### src/hw/rtl/assert_macros.svh
`ifndef ASSERT_MACROS_SVH
`define ASSERT_MACROS_SVH

// expression must hold at every clock edge out of reset
`define ASSERT_ALWAYS(label, expr, msg) \
  label: assert property (@(posedge clk) disable iff (!rst_n) (expr)) \
    else $error(msg);

// antecedent in one cycle implies consequent in the next
`define ASSERT_NEXT(label, ante, cons, msg) \
  label: assert property (@(posedge clk) disable iff (!rst_n) (ante) |=> (cons)) \
    else $error(msg);

`endif

### src/hw/rtl/cksnd_pkg.sv
`default_nettype none

package cksnd_pkg;

  // protocol bytes
  localparam logic [7:0] SOH_BYTE = 8'h01;
  localparam logic [7:0] EOT_BYTE = 8'h04;
  localparam logic [7:0] ACK_BYTE = 8'h06;
  localparam logic [7:0] NAK_BYTE = 8'h15;
  localparam logic [7:0] PAD_BYTE = 8'h1a;

  // frame layout
  localparam int unsigned DATA_LEN = 128;
  localparam logic [7:0] POS_IDLE = 8'd0;
  localparam logic [7:0] POS_BLK  = 8'd1;
  localparam logic [7:0] POS_CMP  = 8'd2;
  localparam logic [7:0] POS_CSUM = 8'(3 + DATA_LEN);

  // input word kinds
  localparam logic KIND_RX    = 1'b0;
  localparam logic KIND_TX_RDY = 1'b1;

  // status codes
  typedef logic [1:0] status_t;
  localparam status_t ST_WAIT    = 2'd0;
  localparam status_t ST_FRAME   = 2'd1;
  localparam status_t ST_EOT     = 2'd2;
  localparam status_t ST_STOPPED = 2'd3;

  typedef logic [23:0] count_t;

endpackage

`default_nettype wire

### src/hw/rtl/cksnd_ifs.sv
`default_nettype none

// input channel: receiver byte or transmitter-ready word
interface cksnd_in_if;
  logic       valid;
  logic       ready;
  logic       kind;
  logic [7:0] rx_byte;
  logic [7:0] file_byte;

  modport source (output valid, kind, rx_byte, file_byte, input ready);
  modport sink   (input valid, kind, rx_byte, file_byte, output ready);
endinterface

// result channel
interface cksnd_out_if;
  logic               valid;
  logic               ready;
  logic               tx_valid;
  logic [7:0]         tx_byte;
  logic               file_byte_taken;
  cksnd_pkg::status_t status;

  modport source (output valid, tx_valid, tx_byte, file_byte_taken, status, input ready);
  modport sink   (input valid, tx_valid, tx_byte, file_byte_taken, status, output ready);
endinterface

`default_nettype wire

### src/hw/rtl/xmodem_checksum_sender_top.sv
// Sender half of the XMODEM checksum protocol.
// in_ch carries one word per event: kind 0 is a byte from the receiver
// (rx_byte), kind 1 says the line transmitter can take the next byte and
// offers the next unsent file byte (file_byte). out_ch carries the byte to
// send together with file_byte_taken and a status code; words that cause
// nothing (receiver bytes inside a frame, transmitter-ready outside a frame,
// anything once stopped) produce no result word.
// cfg_we/cfg_wdata load the file length; write it only while idle.
// A result word is in the output register in the cycle after its input
// word is accepted. Throughput: one word per cycle, set by the single
// output register, which is refilled in the same cycle it is taken.
// When the receiver stalls, in_ch.ready drops as soon as the output register
// holds an untaken word, so the state never runs ahead of the results.
// Synchronous active-low reset returns to block one, no file bytes left,
// no frame open, and an empty output register.
`default_nettype none

`include "assert_macros.svh"

module xmodem_checksum_sender_top (
  input  wire logic               clk,
  input  wire logic               rst_n,
  input  wire logic               cfg_we,
  input  wire cksnd_pkg::count_t  cfg_wdata,
  cksnd_in_if.sink                in_ch,
  cksnd_out_if.source             out_ch
);

  // protocol state
  logic [7:0]        block_num_r, block_num_nxt;
  logic              first_blk_r, first_blk_nxt;
  cksnd_pkg::count_t bytes_left_r, bytes_left_nxt;
  logic [7:0]        frame_pos_r, frame_pos_nxt;
  logic [7:0]        run_sum_r, run_sum_nxt;
  logic              in_frame_r, in_frame_nxt;
  logic              eot_done_r, eot_done_nxt;
  logic              halted_r, halted_nxt;

  // output register
  logic               out_valid_r, out_valid_nxt;
  logic               tx_valid_r, tx_valid_nxt;
  logic [7:0]         tx_byte_r, tx_byte_nxt;
  logic               taken_r, taken_nxt;
  cksnd_pkg::status_t status_r, status_nxt;

  logic accept;
  logic emit;
  logic [7:0] data_byte;
  logic       have_file;
  logic       out_stall;

  assign in_ch.ready = !out_valid_r || out_ch.ready;
  assign accept      = in_ch.valid && in_ch.ready;
  assign have_file   = (bytes_left_r != '0);
  assign data_byte   = have_file ? in_ch.file_byte : cksnd_pkg::PAD_BYTE;
  assign out_stall   = out_valid_r && !out_ch.ready;

  // next state and result for one accepted word
  always_comb begin
    block_num_nxt  = block_num_r;
    first_blk_nxt  = first_blk_r;
    bytes_left_nxt = bytes_left_r;
    frame_pos_nxt  = frame_pos_r;
    run_sum_nxt    = run_sum_r;
    in_frame_nxt   = in_frame_r;
    eot_done_nxt   = eot_done_r;
    halted_nxt     = halted_r;
    emit           = 1'b0;
    tx_valid_nxt   = 1'b0;
    tx_byte_nxt    = 8'h00;
    taken_nxt      = 1'b0;
    status_nxt     = cksnd_pkg::ST_WAIT;

    if (accept && !halted_r) begin
      if (in_ch.kind == cksnd_pkg::KIND_RX) begin
        if (!in_frame_r) begin
          emit = 1'b1;
          priority if (eot_done_r) begin
            halted_nxt = 1'b1;
            status_nxt = cksnd_pkg::ST_STOPPED;
          end else if ((in_ch.rx_byte == cksnd_pkg::NAK_BYTE && first_blk_r) ||
                       (in_ch.rx_byte == cksnd_pkg::ACK_BYTE && have_file)) begin
            in_frame_nxt  = 1'b1;
            frame_pos_nxt = cksnd_pkg::POS_BLK;
            run_sum_nxt   = 8'h00;
            tx_valid_nxt  = 1'b1;
            tx_byte_nxt   = cksnd_pkg::SOH_BYTE;
            status_nxt    = cksnd_pkg::ST_FRAME;
          end else if (in_ch.rx_byte == cksnd_pkg::ACK_BYTE) begin
            eot_done_nxt = 1'b1;
            tx_valid_nxt = 1'b1;
            tx_byte_nxt  = cksnd_pkg::EOT_BYTE;
            status_nxt   = cksnd_pkg::ST_EOT;
          end else begin
            halted_nxt = 1'b1;
            status_nxt = cksnd_pkg::ST_STOPPED;
          end
        end
      end else if (in_frame_r) begin
        emit         = 1'b1;
        tx_valid_nxt = 1'b1;
        status_nxt   = cksnd_pkg::ST_FRAME;
        priority if (frame_pos_r == cksnd_pkg::POS_BLK) begin
          frame_pos_nxt = cksnd_pkg::POS_CMP;
          tx_byte_nxt   = block_num_r;
        end else if (frame_pos_r == cksnd_pkg::POS_CMP) begin
          frame_pos_nxt = frame_pos_r + 8'd1;
          tx_byte_nxt   = ~block_num_r;
        end else if (frame_pos_r < cksnd_pkg::POS_CSUM) begin
          // data byte or padding, both go into the checksum
          frame_pos_nxt = frame_pos_r + 8'd1;
          tx_byte_nxt   = data_byte;
          taken_nxt     = have_file;
          run_sum_nxt   = run_sum_r + data_byte;
          if (have_file) begin
            bytes_left_nxt = bytes_left_r - 24'd1;
          end
        end else begin
          // checksum closes the frame
          tx_byte_nxt   = run_sum_r;
          status_nxt    = cksnd_pkg::ST_WAIT;
          in_frame_nxt  = 1'b0;
          frame_pos_nxt = cksnd_pkg::POS_IDLE;
          run_sum_nxt   = 8'h00;
          block_num_nxt = block_num_r + 8'd1;
          first_blk_nxt = 1'b0;
        end
      end
    end

    // file length write reloads the byte count
    if (cfg_we) begin
      bytes_left_nxt = cfg_wdata;
    end
  end

  // output register occupancy
  always_comb begin
    out_valid_nxt = out_valid_r;
    if (out_ch.ready) begin
      out_valid_nxt = 1'b0;
    end
    if (emit) begin
      out_valid_nxt = 1'b1;
    end
  end

  // control state
  always_ff @(posedge clk) begin
    if (!rst_n) begin
      block_num_r  <= 8'd1;
      first_blk_r  <= 1'b1;
      bytes_left_r <= '0;
      frame_pos_r  <= cksnd_pkg::POS_IDLE;
      run_sum_r    <= 8'h00;
      in_frame_r   <= 1'b0;
      eot_done_r   <= 1'b0;
      halted_r     <= 1'b0;
      out_valid_r  <= 1'b0;
    end else begin
      block_num_r  <= block_num_nxt;
      first_blk_r  <= first_blk_nxt;
      bytes_left_r <= bytes_left_nxt;
      frame_pos_r  <= frame_pos_nxt;
      run_sum_r    <= run_sum_nxt;
      in_frame_r   <= in_frame_nxt;
      eot_done_r   <= eot_done_nxt;
      halted_r     <= halted_nxt;
      out_valid_r  <= out_valid_nxt;
    end
  end

  // result payload
  always_ff @(posedge clk) begin
    if (emit) begin
      tx_valid_r <= tx_valid_nxt;
      tx_byte_r  <= tx_byte_nxt;
      taken_r    <= taken_nxt;
      status_r   <= status_nxt;
    end
  end

  assign out_ch.valid           = out_valid_r;
  assign out_ch.tx_valid        = tx_valid_r;
  assign out_ch.tx_byte         = tx_byte_r;
  assign out_ch.file_byte_taken = taken_r;
  assign out_ch.status          = status_r;

  // checks
  `ASSERT_ALWAYS(a_pos_range, frame_pos_r <= cksnd_pkg::POS_CSUM, "position past checksum")
  `ASSERT_ALWAYS(a_pos_frame, in_frame_r == (frame_pos_r != cksnd_pkg::POS_IDLE), "flag off")
  `ASSERT_ALWAYS(a_eot_idle, !(eot_done_r && in_frame_r), "frame open after EOT")
  `ASSERT_NEXT(a_halt_sticky, halted_r, halted_r && !emit, "stop not held")
  `ASSERT_NEXT(a_stall_hold, out_stall, out_valid_r && $stable({tx_byte_r, status_r}), "lost")

endmodule

`default_nettype wire
### src/flat_wrapper.sv
// flat-port wrapper written by rule: the top's interface ports become plain ports
module xmodem_checksum_sender_top_flat 
  (clk, rst_n, cfg_we, cfg_wdata, in_ch_valid, in_ch_kind, in_ch_rx_byte, in_ch_file_byte, in_ch_ready, out_ch_valid, out_ch_tx_valid, out_ch_tx_byte, out_ch_file_byte_taken, out_ch_status, out_ch_ready);
  cksnd_in_if in_ch_i ();
  cksnd_out_if out_ch_i ();
  input  wire logic clk;
  input  wire logic rst_n;
  input  wire logic cfg_we;
  input  wire cksnd_pkg::count_t cfg_wdata;
  input wire logic [$bits(in_ch_i.valid)-1:0] in_ch_valid;
  input wire logic [$bits(in_ch_i.kind)-1:0] in_ch_kind;
  input wire logic [$bits(in_ch_i.rx_byte)-1:0] in_ch_rx_byte;
  input wire logic [$bits(in_ch_i.file_byte)-1:0] in_ch_file_byte;
  output wire logic [$bits(in_ch_i.ready)-1:0] in_ch_ready;
  output wire logic [$bits(out_ch_i.valid)-1:0] out_ch_valid;
  output wire logic [$bits(out_ch_i.tx_valid)-1:0] out_ch_tx_valid;
  output wire logic [$bits(out_ch_i.tx_byte)-1:0] out_ch_tx_byte;
  output wire logic [$bits(out_ch_i.file_byte_taken)-1:0] out_ch_file_byte_taken;
  output wire logic [$bits(out_ch_i.status)-1:0] out_ch_status;
  input wire logic [$bits(out_ch_i.ready)-1:0] out_ch_ready;
  assign in_ch_i.valid = in_ch_valid;
  assign in_ch_i.kind = in_ch_kind;
  assign in_ch_i.rx_byte = in_ch_rx_byte;
  assign in_ch_i.file_byte = in_ch_file_byte;
  assign in_ch_ready = in_ch_i.ready;
  assign out_ch_valid = out_ch_i.valid;
  assign out_ch_tx_valid = out_ch_i.tx_valid;
  assign out_ch_tx_byte = out_ch_i.tx_byte;
  assign out_ch_file_byte_taken = out_ch_i.file_byte_taken;
  assign out_ch_status = out_ch_i.status;
  assign out_ch_i.ready = out_ch_ready;
  xmodem_checksum_sender_top u_core (.clk(clk), .rst_n(rst_n), .cfg_we(cfg_we), .cfg_wdata(cfg_wdata), .in_ch(in_ch_i), .out_ch(out_ch_i));
endmodule
### config.mk
export PLATFORM = sky130hd
export DESIGN_NAME = xmodem_checksum_sender_top_flat
export DESIGN_NICKNAME = d
export VERILOG_FILES = /design/src/hw/rtl/cksnd_pkg.sv /design/src/hw/rtl/cksnd_ifs.sv /design/src/hw/rtl/xmodem_checksum_sender_top.sv /design/src/flat_wrapper.sv
export VERILOG_INCLUDE_DIRS = /design/src /design/src/hw/rtl
export SDC_FILE = /design/constraint.sdc
export NUM_CORES = 1
export LEC_CHECK = 0
export BUFFER_PORTS_ARGS = -buffer_cell sky130_fd_sc_hd__buf_2
export CAP_MARGIN = 20
export CORE_ASPECT_RATIO = 1.4
export CORE_MARGIN = 10
export CORE_UTILIZATION = 40
export CTS_BUF_LIST = sky130_fd_sc_hd__clkbuf_8
export DETAILED_ROUTE_END_ITERATION = 7
export SLEW_MARGIN = 30
export SYNTH_ARGS = -nofsm -noshare
export SYNTH_HDL_FRONTEND = slang
export SYNTH_SLANG_ARGS = --single-unit
### constraint.sdc
create_clock -name clk -period 4 [get_ports clk]
set_clock_uncertainty 0.2 [all_clocks]
set_input_delay 0.4 -clock clk [delete_from_list [all_inputs] [get_ports clk]]
set_output_delay 0.4 -clock clk [all_outputs]
set_load 0.01 [all_outputs]
# ---- Yosys cells after proc, flatten, opt, wreduce, memory -nomap -nowiden
# Index checks and enable logic that the tools add are counted.
# Widths: inputs -> output; s select.
dict set report op_classes {
  n_addsub 4
  multipliers 0
  div_mod_pow 0
  order_cmp 1
  eq_ne 13
  shift 0
  mux 67
  bitwise_logic 7
  reduce_logical 23
}
# cell count
set ops {}
lappend ops {{$mux 8} 25}
lappend ops {{$mux 24} 8}
lappend ops {{$mux 1} 26}
lappend ops {{$reduce_bool 24->1} 1}
lappend ops {{$sub 24x1->24 const B} 1}
lappend ops {{$add 8x1->8 const B} 2}
lappend ops {{$mux 2} 7}
lappend ops {{$reduce_and 7->1} 2}
lappend ops {{$reduce_bool 2->1} 7}
lappend ops {{$ne 2x2->1 const B} 6}
lappend ops {{$reduce_and 5->1} 2}
lappend ops {{$add 8x8->8} 1}
lappend ops {{$eq 8x1->1 const B} 1}
lappend ops {{$eq 8x2->1 const B} 1}
lappend ops {{$eq 8x3->1 const B} 1}
lappend ops {{$eq 8x5->1 const B} 1}
lappend ops {{$lt 8x8->1 const B} 1}
lappend ops {{$not 8->8} 1}
lappend ops {{$ne 2x1->1 const B} 3}
lappend ops {{$not 1->1} 6}
lappend ops {{$reduce_and 6->1} 1}
lappend ops {{$reduce_or 6->1} 1}
lappend ops {{$logic_and 1x1->1} 4}
lappend ops {{$mux 3} 1}
lappend ops {{other kinds (3)} 5}
dict set report totals {
  reg_bits 65
  latchBits 0
  mem_bits_rw 0
  mem_bits_ro 0
  inputBits 46
  output_inout_bits 14
  word_cells 128
  n_memories 0
}

# ---- Depth between registers and ports, before layout
# Gate-level depths: netlist of run 1.
dict set report depth {
  ltp_word 9
  ltp_mapped 15
  mapped_depth_nobuf 15
}

# ---- Worst setup path after synthesis of run 1
# Ideal clock, no wire load.
dict set report synth_path {
  path_kind {register to register}
  startpoint {register u_core.bytes_left_r[4]}
  endpoint {register u_core.run_sum_r[7]}
  setup_ns 0.126
  t_arrival_ns 2.751
  t_required_ns 3.674
  slack_ns 0.924
  stages_incl_launch_ff 12
  path_buffers 0
  period_less_slack_ns 3.076
  path_cell_list {dfxtp_1 -> nor4_1 -> nand4_1 -> o21bai_1 -> ha_1 -> a21oi_1 -> nor2_1 -> a211oi_1 -> a31oi_1 -> a21oi_1 -> xor2_1 -> o21ai_0}
}
dict set report synth_between {
  elab_chain_cells 8
  elab_cells_between_ends 12
}
# element line_no
set synth_rtl {}
lappend synth_rtl {{start: declaration} xmodem_checksum_sender_top.sv:32} ;# cksnd_pkg::count_t bytes_left_r, bytes_left_nxt;
lappend synth_rtl {{start signal: assignment} xmodem_checksum_sender_top.sv:163} ;# bytes_left_r <= bytes_left_nxt;
lappend synth_rtl {{$reduce_bool 24->1 *} xmodem_checksum_sender_top.sv:54} ;# assign have_file = (bytes_left_r != '0);
lappend synth_rtl {{$mux 8} xmodem_checksum_sender_top.sv:55} ;# assign data_byte = have_file ? in_ch.file_byte : cksnd_pkg::PAD_BYTE;
lappend synth_rtl {{$add 8x8->8} xmodem_checksum_sender_top.sv:114} ;# run_sum_nxt = run_sum_r + data_byte;
lappend synth_rtl {{$mux 8} xmodem_checksum_sender_top.sv:109} ;# end else if (frame_pos_r < cksnd_pkg::POS_CSUM) begin
lappend synth_rtl {{$mux 8} xmodem_checksum_sender_top.sv:106} ;# end else if (frame_pos_r == cksnd_pkg::POS_CMP) begin
lappend synth_rtl {{$mux 8} xmodem_checksum_sender_top.sv:103} ;# priority if (frame_pos_r == cksnd_pkg::POS_BLK) begin
lappend synth_rtl {{$mux 8} xmodem_checksum_sender_top.sv:99} ;# end else if (in_frame_r) begin
lappend synth_rtl {{$mux 8} xmodem_checksum_sender_top.sv:75} ;# if (in_ch.kind == cksnd_pkg::KIND_RX) begin
lappend synth_rtl {{end signal: assignment} xmodem_checksum_sender_top.sv:165} ;# run_sum_r <= run_sum_nxt;
lappend synth_rtl {{end: declaration} xmodem_checksum_sender_top.sv:34} ;# logic [7:0] run_sum_r, run_sum_nxt;
# Every way passes the cells marked *; elsewhere a longest branch is shown, timed or not. The select of a mux whose other input is x is not followed.
# A chain may end at the register's enable or synchronous reset.

# ---- Final worst setup path of run 1
dict set report layout_path {
  startpoint {register u_core.bytes_left_r[9]}
  endpoint {register u_core.run_sum_r[7]}
}
# The elaborated chain is that of the path after synthesis.

==> impl_results.md, run 1 <==
- Status: complete, no violations
- Layout cells sized above 1: 0.1774
- Clock tree from TritonCTS: yes
- Fraction of synthesized cell area taken by the top area cell type: 0.2688
- Effective utilization at floorplan: 0.4127
- Peak ir drop on the vdd network: 178.1 uV
- Top post-synthesis cells by area: sky130_fd_sc_hd__dfxtp_1 27%, sky130_fd_sc_hd__edfxtp_1 9.1%, sky130_fd_sc_hd__o21ai_0 5.8%
- Root buffer selected by CTS: sky130_fd_sc_hd__clkbuf_8
- Register bit total from synthesis: 65
- Number of vias per cell after detailed routing: 5.456
- Core footprint: 9564 um^2
- Final global-route overflow total: 0
- Net total in the final layout: 584
- WHS Endpoint: u_core.bytes_left_r[15]$_SDFFE_PN0P_
- Detailed-placement wirelength estimate: 7581 um
- Synthesis Warnings: 0
- Number of DRC markers in iteration 0: 147
- Start point of the worst hold path: cfg_wdata[15]
- Tightest slew margin relative to the limit: 0.4119
- Count of cells along the worst register-to-register path: 11
- Mapped Cells: 467
- Register area share after synthesis: 0.3601
- Final number of setup-violating endpoints: 0
- Number of standard-cell rows in the floorplan: 42
- Post-Syn Nets: 526
- Num ports: 60
- # Max-Cap Violations: 0
- Vias in the first global route: 3595
- Critical register-to-register path endpoint: u_core.run_sum_r[7]$_SDFFE_PN0P_
- Post-route DRC violation count: 0
- Start of the worst register-to-register path: u_core.bytes_left_r[9]$_SDFFE_PN0P_
- Routed vias: 3612
- Final number of max-transition violations: 0
- Post-synthesis instance area: 3948 um^2
- Required time reported for the critical path endpoint: 4.02 ns
- Die Footprint: 14300 um^2
- GRT Overall Usage: 0.1403
- Final ANT Viol Nets: 0
- Hold-fix buffers, CTS: 0
- Synth Area per Inst: 8.453 um^2
- Number of distinct library cell variants in the gate-level netlist after synthesis: 60
- Drt first pass iters: 4
- Dominant register cell in the synthesized netlist: sky130_fd_sc_hd__dfxtp_1
- RSZ-0062 raised after global routing: false
- Final count of hold timing violations: 0
- Final TNS setup: 0 ns
- Count of flip-flops with a built-in enable after synthesis: 12
- Total detailed-routing wirelength: 10160 um
- Die Ht: 137.5 um
- Commonest cells after routing, fill and taps aside: 59 x sky130_fd_sc_hd__buf_2, 53 x sky130_fd_sc_hd__dfxtp_1, 46 x sky130_fd_sc_hd__o21ai_0
- Area leader, netlist: sky130_fd_sc_hd__dfxtp_1
- Area growth from synthesis to layout: 15.75%
- Nature of the critical path endpoint: flip-flop
- Diode count: 0
- Setup repair bufs after CTS: 0
- Part of the cycle the worst path needs: 0.9030
- # resized after CTS: 0
- Instance count along the most critical hold path: 3
- Routed len/inst: 15.35 um
- Worst-case clock buffer depth: 2
- Clock slew seen by the registers of the worst setup and hold paths: 0.07 ns
- Placer's final routability congestion estimate: 0.8169
- Type of the tightest min-delay check: input port to flip-flop
- Critical path start-end classification: flip-flop to flip-flop
- Data arrival time at the worst-slack endpoint: 3.63 ns
- Port bufs: 59
- F_max: 276.9 MHz
- Worst-case register-to-register setup slack: 0.39 ns
- Cts bufs inserted: 9
- Leakage dissipation: 0.001737 uW
- Die width: 104.0 um
- Maximum number of pins on one net before global-route repair: 51
- Worst Max-Slew Pin Slew: 0.8741 ns
- Minimum setup slack after placement: 0.4420 ns
- H-tree depth reported by CTS: 3
- Startpoint type of the worst setup path: flip-flop
- Worst hold-check slack: 0.1157 ns
- Clock sink total: 65
- Most common cell after layout, fill and taps aside: sky130_fd_sc_hd__buf_2
- Final worst slack: 0.3880 ns
- Global-route wire length before repair: 16530 um
- Critical-path maximum fanout: 9
- Clock latency on the worst-skew pair: 0.35 ns
- Total Power Consumption: 1431 uW
- Cell Pwr Density: 313.2 nW/um^2
- Proportion of synthesized flip-flops having asynchronous set or reset: 0
- Final critical path time including I/O delays and setup: 3.612 ns
- Initial antenna violation count: 0
==> synthesized netlist by cell type (all sizes together), types with 3 or more instances <==
| cell type | n |
|---|---|
| a21boi | 4 |
| nor3 | 15 |
| or3 | 7 |
| nor4 | 12 |
| dfxtp | 53 |
| edfxtp | 12 |
| nor2b | 6 |
| o21a | 6 |
| o211ai | 4 |
| o21bai | 3 |
| clkbuf | 19 |
| a22oi | 7 |
| nor2 | 30 |
| o21ai | 46 |
| nor4b | 4 |
| mux2i | 5 |
| o211a | 6 |
| a21oi | 30 |
| inv | 14 |
| and2 | 15 |
| ha | 12 |
| xor2 | 17 |
| nand3 | 11 |
| or2 | 3 |
| o2111ai | 3 |
| nand2 | 42 |
| nand4 | 5 |
| xnor2 | 23 |
| nand2b | 11 |
| nand4b | 3 |
| a31oi | 5 |
| a22o | 3 |
| buf | 3 |
==> worst max-delay path: stages (launching register included) <==
cell and delay (ns):
sky130_fd_sc_hd__dfxtp_1 0.34, sky130_fd_sc_hd__nor4_1 0.57, sky130_fd_sc_hd__nand4_1 0.48, sky130_fd_sc_hd__o21bai_1 0.39
sky130_fd_sc_hd__ha_1 0.29, sky130_fd_sc_hd__a21oi_1 0.29, sky130_fd_sc_hd__nor2_1 0.10, sky130_fd_sc_hd__a211oi_1 0.22
sky130_fd_sc_hd__a31oi_1 0.17, sky130_fd_sc_hd__a21oi_1 0.21, sky130_fd_sc_hd__xor2_1 0.14, sky130_fd_sc_hd__o21ai_0 0.09
==> logic make-up (layout without fill, tap and decap cells) <==
family                   after synthesis  after routing  share of synthesized area
AND/OR/NAND/NOR                      178            178                     0.2485
AO/OA/AOI/OAI                        129            129                     0.2076
flip-flops                            65             65                     0.3601
XOR/XNOR                              40             40                    0.08875
buffers and inverters                 36             99                    0.03677
adder cells (fa/ha/maj)               14             14                    0.04564
multiplexers                           5              5                    0.01268
==> final cells by class <==
type,count,area (um^2)
fill,990,4995
multi-input combinational,366,2381
sequential,65,1421
timing repair buffer,69,370.4
tap,132,165.2
clock buffer,9,123.9
clock inverter,7,55.05
inverter,14,52.55
==> routing by layer <==
layer	part of all wire	global-route usage	wire length, um
met5	0	0	0
met4	0.034	0.07597	350
met3	0.043	0.03693	442
met2	0.49	0.2511	4997
met1	0.43	0.1487	4370
==> flip-flops by register name, summed over array words and instances (netlist names) <==
name	flops
u_core.block_num_r	8
u_core.bytes_left_r	24
u_core.eot_done_r	1
u_core.first_blk_r	1
u_core.frame_pos_r	8
u_core.halted_r	1
u_core.in_frame_r	1
u_core.out_ch.file_byte_taken	1
u_core.out_ch.status	2
u_core.out_ch.tx_byte	8
u_core.out_ch.tx_valid	1
u_core.out_ch.valid	1
u_core.run_sum_r	8
==> worst max path at each step <==
stage / slack [ns] / to / start
after CTS: 0.43 / u_core.run_sum_r[7]$_SDFFE_PN0P_ / u_core.bytes_left_r[9]$_SDFFE_PN0P_
after detailed placement: 0.44 / u_core.run_sum_r[7]$_SDFFE_PN0P_ / u_core.bytes_left_r[9]$_SDFFE_PN0P_
after global routing: 0.09 / u_core.run_sum_r[7]$_SDFFE_PN0P_ / u_core.bytes_left_r[9]$_SDFFE_PN0P_
final: 0.39 / u_core.run_sum_r[7]$_SDFFE_PN0P_ / u_core.bytes_left_r[9]$_SDFFE_PN0P_
after global placement: 0.59 / u_core.run_sum_r[7]$_SDFFE_PN0P_ / u_core.bytes_left_r[9]$_SDFFE_PN0P_
after floorplan: 0.92 / u_core.run_sum_r[7]$_SDFFE_PN0P_ / u_core.bytes_left_r[4]$_SDFFE_PN0P_
==> metrics by stage <==
| step | utilization | instances | area, um^2 |
|---|---|---|---|
| 4_1_cts | 0.4778 | 662 | 4569 |
| 5_1_grt | 0.4778 | 662 | 4569 |
| 3_3_place_gp | 0.4591 | 646 | 4390 |
| 6_report | 0.4778 | 662 | 4569 |
| 3_5_place_dp | 0.4591 | 646 | 4390 |
| 2_1_floorplan | - | 467 | 3948 |
==> report_power, final <==
group          total [uW]  internal (uW)  leakage (uW)  switching, uW
clock network         525            277      0.000104            248
registers             713            691      0.000548           22.1
logic                 192           85.2       0.00108            107
total                1430           1050       0.00174            378
(Power assumes the default switching activity.)
==> run 2: changes to the inputs <==
Settings changed: BUFFER_PORTS_ARGS -buffer_cell sky130_fd_sc_hd__buf_2 to -buffer_cell sky130_fd_sc_hd__buf_4, CTS_BUF_LIST sky130_fd_sc_hd__clkbuf_8 to default.
==> run 2 against run 1 <==
Die area did not move; via count fell by 1.2%; routed wire length about the same; cell area rose by 4.8%; critical endpoint unchanged; total power rose by 13%; cell count down 0.15%; sequential share of layout area is 1.4 points lower; worst hold slack improved by 0.020 ns; setup slack improved by 0.034 ns; non-clock buffer count shrank 1.
==> impl_results.md, run 2 (synthesis results as in run 1) <==
- Final number of setup-violating endpoints: 0
- Number of filler cells placed in the layout: 957
- WHS Endpoint: u_core.bytes_left_r[9]$_SDFFE_PN0P_
- Detailed-placement wirelength estimate: 7592 um
- Total Power Consumption: 1612 uW
- Cts bufs inserted: 9
- Diode count: 0
- Critical register-to-register path endpoint: u_core.run_sum_r[7]$_SDFFE_PN0P_
- Status: complete, no violations
- # resized after CTS: 0
- Clock tree from TritonCTS: yes
- Drt first pass iters: 5
- Critical-path maximum fanout: 9
- Initial antenna violation count: 0
- Worst-case clock buffer depth: 2
- Count of buffer and inverter cells on the critical path: 0
- Root buffer selected by CTS: sky130_fd_sc_hd__clkbuf_16
- Cell Pwr Density: 336.7 nW/um^2
- Worst-case register-to-register setup slack: 0.42 ns
- Effective utilization at floorplan: 0.4127
- Die width: 104.0 um
- Vias in the first global route: 3542
- Num ports: 60
- RSZ-0062 raised after global routing: false
- H-tree depth reported by CTS: 3
- Seq. cell area: 1421 um^2
- Peak ir drop on the vdd network: 195.0 uV
- Nature of the critical path endpoint: flip-flop
- F_max: 279.5 MHz
- Number of DRC markers in iteration 0: 142
- Core footprint: 9564 um^2
- Max FFs per register: 24
- Hold-fix buffers, CTS: 0
- Setup repair bufs after CTS: 0
- Port bufs: 59
- Clock slew seen by the registers of the worst setup and hold paths: 0.05 ns
- # Max-Cap Violations: 0
- Die Ht: 137.5 um
- Count of cells along the worst register-to-register path: 11
- Area growth from synthesis to layout: 21.27%
- Leakage dissipation: 0.001801 uW
- Final count of hold timing violations: 0
- Startpoint type of the worst setup path: flip-flop
- Total detailed-routing wirelength: 10160 um
- Clock sink total: 65
- Worst Max-Slew Pin Slew: 0.7679 ns
- Routed vias: 3570
- Final ANT Viol Nets: 0
- Critical path's most frequent cell: sky130_fd_sc_hd__a21oi_1
- Type of the tightest min-delay check: input port to flip-flop
- Most common cell after layout, fill and taps aside: sky130_fd_sc_hd__buf_4
- Tightest slew margin relative to the limit: 0.4875
- Layout cells sized above 1: 0.1739
- Post-route DRC violation count: 0
- Maximum number of pins on one net before global-route repair: 51
- WP depth: 11
- Number of vias per cell after detailed routing: 5.401
- Required time reported for the critical path endpoint: 4.01 ns
- Routed len/inst: 15.36 um
- GRT Overall Usage: 0.1427
- Number of standard-cell rows in the floorplan: 42
- Final TNS setup: 0 ns
- Data arrival time at the worst-slack endpoint: 3.59 ns
- Start point of the worst hold path: cfg_wdata[9]
- Placer's final routability congestion estimate: 0.8314
- Die Footprint: 14300 um^2
- Final critical path time including I/O delays and setup: 3.578 ns
- Final global-route overflow total: 0
- Critical Path Slowest Stage Cell: sky130_fd_sc_hd__nor4_1
- Clock latency on the worst-skew pair: 0.33 ns
- Critical path's top delay family: compound AO/OA/AOI/OAI gates
- Final number of max-transition violations: 0
- Cells traversed along the worst timing path: nor4_1 > nand4_1 > o21bai_1 > ha_1 > a21oi_1 > nor2_1 > a211oi_1 > a31oi_1 > a21oi_1 > xor2_1 > o21ai_0
- Part of the cycle the worst path needs: 0.8944
- Register with the most flip-flops: u_core.bytes_left_r
- Net total in the final layout: 583
- Global-route wire length before repair: 16750 um
- Instance count along the most critical hold path: 3
- Commonest cells after routing, fill and taps aside: 68 x sky130_fd_sc_hd__buf_4, 53 x sky130_fd_sc_hd__dfxtp_1, 46 x sky130_fd_sc_hd__o21ai_0
- Critical path start-end classification: flip-flop to flip-flop
- Multi-input combinational cell area: 2381 um^2
- Critical path launch point: u_core.bytes_left_r[9]$_SDFFE_PN0P_
- Slowest stage delay, CP: 0.51 ns
- Start of the worst register-to-register path: u_core.bytes_left_r[9]$_SDFFE_PN0P_
-- run 2: cell type report --
type                            count  area share
Multi-Input combinational cell    366      0.4974
Sequential cell                    65      0.2969
Timing Repair Buffer               68      0.1066
Clock buffer                       12     0.04940
Tap cell                          132     0.03450
Inverter                           14     0.01098
Clock inverter                      4    0.004182
-- run 2: worst max path at each step --
stage	slack, ns	to
after floorplan	0.92	u_core.run_sum_r[7]$_SDFFE_PN0P_
after CTS	0.44	u_core.run_sum_r[7]$_SDFFE_PN0P_
after detailed placement	0.44	u_core.run_sum_r[7]$_SDFFE_PN0P_
final	0.42	u_core.run_sum_r[7]$_SDFFE_PN0P_
after global routing	0.10	u_core.run_sum_r[7]$_SDFFE_PN0P_
after global placement	0.63	u_core.run_sum_r[7]$_SDFFE_PN0P_
-- run 2: tightest hold or removal path, stage by stage --
cell	delay (ns)
sky130_fd_sc_hd__buf_4	0.08
sky130_fd_sc_hd__o21ai_0	0.06
sky130_fd_sc_hd__a21oi_1	0.09
-- run 2: layer usage --
| metal | track usage | vias to the layer above | wire length (um) | part of all wire |
|---|---|---|---|---|
| met5 | 0 | - | 0 | 0 |
| met4 | 0.08372 | 0 | 386 | 0.038 |
| met3 | 0.03834 | 24 | 523 | 0.051 |
| met2 | 0.2468 | 99 | 4871 | 0.48 |
| met1 | 0.1550 | 1642 | 4375 | 0.43 |
| li1 | - | 1805 | - | - |
-- run 2: through the flow --
stage / hold WS [ns] / setup slack [ns] / util / instance area (um^2) / cells
after CTS: 0.1250 / 0.4384 / 0.5005 / 4787 / 661
after floorplan: 0.2400 / 0.9238 / - / 3948 / 467
after global routing: 0.1451 / 0.1027 / 0.5005 / 4787 / 661
after global placement: 0.2691 / 0.6261 / 0.4737 / 4531 / 645
after detailed placement: 0.2718 / 0.4404 / 0.4737 / 4531 / 645
final: 0.1358 / 0.4223 / 0.5005 / 4787 / 661
-- run 2: power breakdown --
part	switching, uW	total [uW]	internal (uW)
sequential	22.5	715	693
clock	275	689	414
combinational	107	208	100
